===== src/sv/skf_pkg.sv =====
`timescale 1ns / 1ps
package skf_pkg;
  localparam int unsigned FracBits = 16;
  localparam int unsigned CovW = 24;
  localparam int unsigned SmpW = 32;
  localparam int unsigned GainW = FracBits + 1;
  localparam int unsigned QuoW = CovW + FracBits + 1;
  localparam int unsigned DivCnt = GainW;
  localparam int unsigned CntW = $clog2(DivCnt + 1);
  localparam logic [CovW-1:0] CovMax = {CovW{1'b1}};
  localparam logic [CovW-1:0] TenthFx = CovW'((2 * (1 << FracBits) / 10 + 1) / 2);
  localparam logic [1:0] RegProcNoise = 2'd0;
  localparam logic [1:0] RegMeasNoise = 2'd1;
  localparam logic [1:0] RegStartEst = 2'd2;
  localparam logic [1:0] RegStartErr = 2'd3;

  typedef enum logic [2:0] {
    StIdle, StPred, StDiv, StMul, StProd, StUpd, StOut
  } state_e;

  // Controller to datapath commands.
  typedef struct packed {
    logic load;
    logic pred;
    logic div_init;
    logic div_step;
    logic mul;
    logic prod;
    logic upd;
    logic out_load;
  } cmd_t;

  // Datapath to controller status.
  typedef struct packed {
    logic den_zero;
  } status_t;
endpackage


===== src/sv/skf_ctrl.sv =====
`timescale 1ns / 1ps
module skf_ctrl (
  input  logic            clk_i,
  input  logic            rst_ni,
  input  logic            in_valid_i,
  output logic            in_ready_o,
  input  logic            out_busy_i,
  input  skf_pkg::status_t status_i,
  output skf_pkg::cmd_t   cmd_o
);
  import skf_pkg::*;

  state_e state_q, state_d;
  logic [CntW-1:0] cnt_q, cnt_d;

  // State register.
  always_ff @(posedge clk_i or negedge rst_ni) begin
    if (!rst_ni) begin
      state_q <= StIdle;
      cnt_q <= '0;
    end else begin
      state_q <= state_d;
      cnt_q <= cnt_d;
    end
  end

  // Sequencing of one item through the shared divider and multiply steps.
  always_comb begin
    state_d = state_q;
    cnt_d = cnt_q;
    cmd_o = '0;
    in_ready_o = 1'b0;
    case (state_q)
      StIdle: begin
        in_ready_o = 1'b1;
        if (in_valid_i) begin
          cmd_o.load = 1'b1;
          state_d = StPred;
        end
      end
      StPred: begin
        cmd_o.pred = 1'b1;
        state_d = StDiv;
        cnt_d = '0;
      end
      StDiv: begin
        if (cnt_q == '0) begin
          // A zero denominator needs no division.
          if (status_i.den_zero) begin
            state_d = StMul;
          end else begin
            cmd_o.div_init = 1'b1;
            cnt_d = cnt_q + 1'b1;
          end
        end else begin
          cmd_o.div_step = 1'b1;
          cnt_d = cnt_q + 1'b1;
          if (cnt_q == CntW'(DivCnt)) state_d = StMul;
        end
      end
      StMul: begin
        cmd_o.mul = 1'b1;
        state_d = StProd;
      end
      StProd: begin
        cmd_o.prod = 1'b1;
        state_d = StUpd;
      end
      StUpd: begin
        cmd_o.upd = 1'b1;
        state_d = StOut;
      end
      StOut: begin
        if (!out_busy_i) begin
          cmd_o.out_load = 1'b1;
          state_d = StIdle;
        end
      end
      default: state_d = StIdle;
    endcase
  end
endmodule


===== src/sv/skf_dp.sv =====
`timescale 1ns / 1ps
module skf_dp (
  input  logic                          clk_i,
  input  logic                          rst_ni,
  input  skf_pkg::cmd_t                 cmd_i,
  output skf_pkg::status_t              status_o,
  input  logic signed [skf_pkg::SmpW-1:0] meas_i,
  input  logic                          restart_i,
  input  logic [skf_pkg::CovW-1:0]      q_i,
  input  logic [skf_pkg::CovW-1:0]      r_i,
  input  logic signed [skf_pkg::SmpW-1:0] start_est_i,
  input  logic [skf_pkg::CovW-1:0]      start_err_i,
  output logic signed [skf_pkg::SmpW-1:0] est_o,
  output logic [skf_pkg::GainW-1:0]     gain_o,
  output logic                          err_o
);
  import skf_pkg::*;

  logic signed [SmpW-1:0] est_q, meas_q;
  logic [CovW-1:0] cov_q, p1_q;
  logic [CovW:0] den_q;
  logic err_q;
  logic [QuoW-1:0] num_q;
  logic [CovW+1:0] rem_q;
  logic [GainW-1:0] k_q;
  logic signed [SmpW+GainW+1:0] adj_q;
  logic [CovW+GainW-1:0] pc_q;

  logic [CovW:0] p1_sum;
  logic [CovW+1:0] rem_sh;
  logic [QuoW-1:0] quo;
  logic signed [SmpW:0] diff;
  logic signed [SmpW+1:0] nx;
  logic [GainW-1:0] kc;

  assign p1_sum = {1'b0, cov_q} + {1'b0, q_i};
  assign status_o.den_zero = (den_q == '0);
  assign rem_sh = {rem_q[CovW:0], num_q[QuoW-1]};
  assign diff = {meas_q[SmpW-1], meas_q} - {est_q[SmpW-1], est_q};
  assign nx = {{2{est_q[SmpW-1]}}, est_q} + (SmpW+2)'(adj_q >>> FracBits);
  assign quo = num_q;
  assign kc = k_q;

  // Filter state, sticky flag and restart reload.
  always_ff @(posedge clk_i or negedge rst_ni) begin
    if (!rst_ni) begin
      est_q <= '0;
      cov_q <= TenthFx;
      err_q <= 1'b0;
    end else if (cmd_i.load && restart_i) begin
      est_q <= start_est_i;
      cov_q <= start_err_i;
      err_q <= 1'b0;
    end else if (cmd_i.upd) begin
      if (den_q == '0) begin
        err_q <= 1'b1;
        cov_q <= '0;
      end else begin
        // Saturate when the top three bits of the sum disagree.
        if (nx[SmpW+1:SmpW-1] != {3{nx[SmpW+1]}}) begin
          est_q <= nx[SmpW+1] ? 32'sh80000000 : 32'sh7FFFFFFF;
        end else begin
          est_q <= nx[SmpW-1:0];
        end
        cov_q <= pc_q[FracBits +: CovW];
      end
    end
  end

  // Prediction, restoring divider and gain.
  always_ff @(posedge clk_i) begin
    if (cmd_i.load) meas_q <= meas_i;
    if (cmd_i.pred) begin
      p1_q <= p1_sum[CovW] ? CovMax : p1_sum[CovW-1:0];
      den_q <= (p1_sum[CovW] ? {1'b0, CovMax} : p1_sum) + {1'b0, r_i};
      k_q <= '0;
    end
    if (cmd_i.div_init) begin
      // Since p <= p + r the quotient has at most GainW bits, so the
      // remainder starts from the numerator's upper bits and the last
      // numerator bit is shifted in by the first step.
      num_q <= {p1_q[0], (QuoW-1)'(0)};
      rem_q <= {3'b0, p1_q[CovW-1:1]};
    end
    if (cmd_i.div_step) begin
      // One quotient bit per cycle.
      if (rem_sh >= {1'b0, den_q}) begin
        rem_q <= rem_sh - {1'b0, den_q};
        num_q <= {num_q[QuoW-2:0], 1'b1};
      end else begin
        rem_q <= rem_sh;
        num_q <= {num_q[QuoW-2:0], 1'b0};
      end
    end
    if (cmd_i.mul) begin
      if (den_q == '0) k_q <= '0;
      else if (quo > QuoW'(1 << FracBits)) k_q <= GainW'(1 << FracBits);
      else k_q <= quo[GainW-1:0];
    end
  end

  // Gain products, registered before the update.
  logic [GainW-1:0] onem;
  assign onem = GainW'(1 << FracBits) - kc;
  always_ff @(posedge clk_i) begin
    if (cmd_i.prod) begin
      adj_q <= $signed({1'b0, kc}) * diff;
      pc_q <= onem * p1_q;
    end
  end

  assign est_o = est_q;
  assign gain_o = k_q;
  assign err_o = err_q;
endmodule


===== src/sv/scalar_kalman_filter.sv =====
`timescale 1ns / 1ps
// Scalar Kalman filter. Each item on the s_axis side carries one signed Q16.16
// measurement, a restart flag in tuser and an end-of-block mark in tlast; one
// result item with the new estimate, the gain and the sticky error flag leaves
// on m_axis. An item passes from accept through prediction, the divider (a
// load and 17 quotient bits), gain, product, update and output load before
// the next item is accepted. The gain p/(p+r) comes from a restoring divider
// that yields one quotient bit per cycle. With a zero denominator the divider
// is skipped. The result waits in an output register, so a stalled sink holds
// the next item only at its final step. Registers are written over APB at
// 4*index.
module scalar_kalman_filter (
  input  logic        clk_i,
  input  logic        rst_ni,
  input  logic        psel,
  input  logic        penable,
  input  logic        pwrite,
  input  logic [3:0]  paddr,
  input  logic [31:0] pwdata,
  output logic [31:0] prdata,
  output logic        pready,
  input  logic        s_axis_tvalid,
  output logic        s_axis_tready,
  input  logic [31:0] s_axis_tdata,   // measurement
  input  logic        s_axis_tuser,   // restart
  input  logic        s_axis_tlast,   // last_sample
  output logic        m_axis_tvalid,
  input  logic        m_axis_tready,
  output logic [55:0] m_axis_tdata,   // estimate[31:0], gain[48:32], zero fill
  output logic        m_axis_tuser,   // error_seen
  output logic        m_axis_tlast    // block_end
);
  import skf_pkg::*;

  logic [CovW-1:0] q_q, r_q, serr_q;
  logic [SmpW-1:0] sest_q;
  logic last_q;
  logic ovalid_q;
  logic [SmpW-1:0] oest_q;
  logic [GainW-1:0] ogain_q;
  logic oerr_q, olast_q;
  cmd_t cmd;
  status_t status;
  logic signed [SmpW-1:0] est;
  logic [GainW-1:0] gain;
  logic err;
  logic [1:0] ridx;

  assign pready = 1'b1;
  assign ridx = paddr[3:2];

  // Configuration registers.
  always_ff @(posedge clk_i or negedge rst_ni) begin
    if (!rst_ni) begin
      q_q <= TenthFx;
      r_q <= TenthFx;
      sest_q <= '0;
      serr_q <= TenthFx;
    end else if (psel && penable && pwrite) begin
      case (ridx)
        RegProcNoise: q_q <= pwdata[CovW-1:0];
        RegMeasNoise: r_q <= pwdata[CovW-1:0];
        RegStartEst:  sest_q <= pwdata;
        RegStartErr:  serr_q <= pwdata[CovW-1:0];
        default: ;
      endcase
    end
  end

  // Register read back.
  always_comb begin
    case (ridx)
      RegProcNoise: prdata = {8'd0, q_q};
      RegMeasNoise: prdata = {8'd0, r_q};
      RegStartEst:  prdata = sest_q;
      RegStartErr:  prdata = {8'd0, serr_q};
      default:      prdata = '0;
    endcase
  end

  // Side field of the item in flight.
  always_ff @(posedge clk_i) begin
    if (cmd.load) begin
      last_q <= s_axis_tlast;
    end
  end

  skf_ctrl u_ctrl (
    .clk_i, .rst_ni,
    .in_valid_i(s_axis_tvalid),
    .in_ready_o(s_axis_tready),
    .out_busy_i(ovalid_q && !m_axis_tready),
    .status_i(status),
    .cmd_o(cmd)
  );

  skf_dp u_dp (
    .clk_i, .rst_ni,
    .cmd_i(cmd),
    .status_o(status),
    .meas_i(s_axis_tdata),
    .restart_i(s_axis_tuser),
    .q_i(q_q), .r_i(r_q),
    .start_est_i(sest_q), .start_err_i(serr_q),
    .est_o(est), .gain_o(gain), .err_o(err)
  );

  // Output register.
  always_ff @(posedge clk_i or negedge rst_ni) begin
    if (!rst_ni) ovalid_q <= 1'b0;
    else if (cmd.out_load) ovalid_q <= 1'b1;
    else if (m_axis_tready) ovalid_q <= 1'b0;
  end

  always_ff @(posedge clk_i) begin
    if (cmd.out_load) begin
      oest_q <= est;
      ogain_q <= gain;
      oerr_q <= err;
      olast_q <= last_q;
    end
  end

  assign m_axis_tvalid = ovalid_q;
  assign m_axis_tdata = {7'd0, ogain_q, oest_q};
  assign m_axis_tuser = oerr_q;
  assign m_axis_tlast = olast_q;
endmodule


===== config.mk =====
export PLATFORM = sky130hd
export DESIGN_NAME = scalar_kalman_filter
export DESIGN_NICKNAME = d
export VERILOG_FILES = /design/src/sv/skf_pkg.sv /design/src/sv/skf_ctrl.sv /design/src/sv/skf_dp.sv /design/src/sv/scalar_kalman_filter.sv
export SDC_FILE = /design/constraint.sdc
export NUM_CORES = 2
export LEC_CHECK = 0
export BUFFER_PORTS_ARGS = -buffer_cell sky130_fd_sc_hd__buf_2
export CAP_MARGIN = 0
export CORE_ASPECT_RATIO = 0.5
export CORE_MARGIN = 1
export CORE_UTILIZATION = 40
export CTS_BUF_LIST = sky130_fd_sc_hd__clkbuf_4
export DETAILED_ROUTE_END_ITERATION = 12
export SLEW_MARGIN = 0
export SYNTH_ARGS = -nofsm -noshare
export SYNTH_HDL_FRONTEND = slang
export SYNTH_SLANG_ARGS = --single-unit

===== constraint.sdc =====
create_clock -name clk_i -period 11.9 [get_ports clk_i]
set_input_delay 1.19 -clock clk_i [delete_from_list [all_inputs] [get_ports clk_i]]
set_output_delay 1.19 -clock clk_i [all_outputs]
set_load 0.01 [all_outputs]

==> impl_metrics.env <==
export IMPL_clk_pin_slew_worst_paths_ps=70
export IMPL_drtAntennaViolNets=0
export IMPL_start_kind="flip-flop"
export IMPL_yosysWarnings=0
export IMPL_synth_seq_cells=444
export IMPL_numCtsBuffers=118
export IMPL_routed_wl_mm=167
export IMPL_synth_edf_count=274
export IMPL_core_area_sq_um=138000
export IMPL_drt_iter0_markers=3736
export IMPL_path_common_cell="fa_1"
export IMPL_gp_congestion=0.906
export IMPL_finalSetupTns_ps=0
export IMPL_grt_usage_pct=24.0
export IMPL_die_x_microns=531
export IMPL_yosys_top_cells_area="fa_1 (31%), edfxtp_1 (15%), ha_1 (8.2%), inv_1 (7.4%), dfrtp_1 (6.4%)"
export IMPL_start_util_pct=40.6
export IMPL_critical_path_top_delay_family="adder cells"
export IMPL_port_buffers=159
export IMPL_critPathMaxFanout=8
export IMPL_place_area_sq_um=59100
export IMPL_grt_pass1_wl_mm=260
export IMPL_worst_pin_slew_ps=1160
export IMPL_io_pins=170
export IMPL_hold_class="in -> async"
export IMPL_grt_max_degree=95
export IMPL_crit_type="reg -> reg"
export IMPL_die_h_microns=266
export IMPL_fin_crit_sh_pct=86.4
export IMPL_yosysUniqueCellTypes=87
export IMPL_ctsResizeCount=0
export IMPL_area_delta_synth_final_pct=8.78
export IMPL_crit_required_ps=12590
export IMPL_end_kind="flip-flop"
export IMPL_final_hold_violation_count=0
export IMPL_netlist_area_sq_um=55900
export IMPL_maxSlewHeadroom_pct=22.5
export IMPL_synth_most_common_cell="inv_1"
export IMPL_rows=96
export IMPL_critPathBufInv=6
export IMPL_finalClockSkew_ps=100
export IMPL_grt_remaining_overflow=0
export IMPL_worstPathArrival_ps=10970
export IMPL_cts_setup_buffers=0
export IMPL_cpPeakStageDelay_ps=820
export IMPL_htree_num_levels=3
export IMPL_cap_viol_max_count=0
export IMPL_rsz0062_at_grt="false"
export IMPL_design_area_sq_um=60900
export IMPL_synth_top_cell_area_share_pct=30.6
export IMPL_die_area_sq_um=141000
export IMPL_antenna_found_initial=19
export IMPL_first_global_vias=44600
export IMPL_wl_per_cell_microns=21.2
export IMPL_synthFlopType="edfxtp_1"
export IMPL_max_freq_ghz=0.0972
export IMPL_hold_buffers=0
export IMPL_synth_cells=5757
export IMPL_vias_per_cell=5.33
export IMPL_clock_sinks=444
export IMPL_drc=0
export IMPL_drive_above_1_share_pct=11.4
export IMPL_synthArstFlopShare_pct=38.3
export IMPL_syn_area_per_cell_sq_um=9.72
export IMPL_finalMaxSlewViolations=0
export IMPL_fin_util_pct=44.1
export IMPL_vias=41900
export IMPL_setup_violations_final=0
export IMPL_final_nets=7180
export IMPL_firstDrtPassIters=8
export IMPL_cts_tree="built"
export IMPL_clockBufferDepth=3
export IMPL_clk_root_buffer_cell="clkbuf_4"
export IMPL_synth_area_leader_cell="fa_1"
export IMPL_period_needed_ps=10280
export IMPL_synth_seq_area_share_pct=22.4
export IMPL_dp_hpwl_mm=124
export IMPL_critPathSlowestCell="xor2_1"
export IMPL_synth_commonest_cells="inv_1 (1106), fa_1 (854), nand2_1 (658)"
export IMPL_hold_ws_ps=325
export IMPL_status="completed"
export IMPL_insertion_delay_ps=950
export IMPL_fillCellCount=13200
-- per-stage QoR --
stage / worst slack [ps] / cells
2_1_floorplan: 3240 / 5763
3_5_place_dp: 1760 / 7623
6_report: 1620 / 7861
4_1_cts: 1700 / 7848
5_1_grt: 1140 / 7855
3_3_place_gp: 1810 / 7623
-- per-layer routing --
layer	up-vias	global-route usage, %	share of wire (%)
li1	18600	-	-
met1	21500	30.8	41
met2	1481	40.9	48
met3	321	3.35	6.5
met4	0	9.55	4.0
met5	-	0	0
-- cell usage in the layout, fill, tap and decap left out, drive strengths merged, types with 13 or more instances in the layout --
master	n
inv	1107
fa	854
nand2	658
and2	466
ha	368
edfxtp	274
buf	269
a21oi	207
nor2	192
clkbuf	172
dfrtp	142
xnor2	140
nor3	111
a21o	107
mux2	106
o21ai	95
nand3	64
xor2	62
clkinv	42
nand2b	34
nor2b	31
nand4	29
dfstp	28
o21bai	25
mux4	24
a222oi	24
and3	24
o21a	23
or3	22
nand3b	21
a31oi	21
o311ai	20
nor4	17
o22ai	17
a211oi	16
mux2i	15
diode	13
-- kinds of logic after synthesis --
family	synth area share, %
muxes	3.37
AOI/OAI and AO/OA	7.87
adders and majority gates	38.8
and+or+nand+nor	15.0
xor gates and xnor gates	3.16
other	0.0134
DFF	22.4
buffers and inverters	9.36
-- final timing paths --
path	startpoint	cells after the start	slack [ps]	endpoint
setup / recovery	u_dp.meas_q[0]	34	1620	u_dp.adj_q[43]
hold / removal	rst_ni	1	320	u_dp.est_o[27]
setup reg to reg	u_dp.meas_q[0]	34	1620	u_dp.adj_q[43]
hold reg to reg	last_q	0	440	m_axis_tlast
max in group asynchronous	rst_ni	2	9940	u_dp.cov_q[5]
min in group clk_i	s_axis_tdata[25]	1	420	u_dp.meas_q[25]
-- final cells by class --
cell class | instances | area [sq um] | share of cell area, %
multi-input cells | 3942 | 38500 | 63.2
flip-flops and latches | 444 | 12500 | 20.6
inverters | 1106 | 4150 | 6.82
well taps | 1862 | 2330 | 3.83
repair buffers | 269 | 1630 | 2.67
clock buffers | 172 | 1290 | 2.12
clock inverters | 53 | 425 | 0.699
diodes | 13 | 32.5 | 0.0535
-- registers in the layout, indices dropped and copies added, names as in the netlist, 25 cells and up --
register,count
oest_q,32
sest_q,32
u_dp.adj_q,34
u_dp.den_q,25
u_dp.est_o,32
u_dp.meas_q,32
u_dp.num_q,41
u_dp.rem_q,25
Power is not shown: default switching activity piles up to over one toggle a cycle in this logic, so the estimate is an artifact.
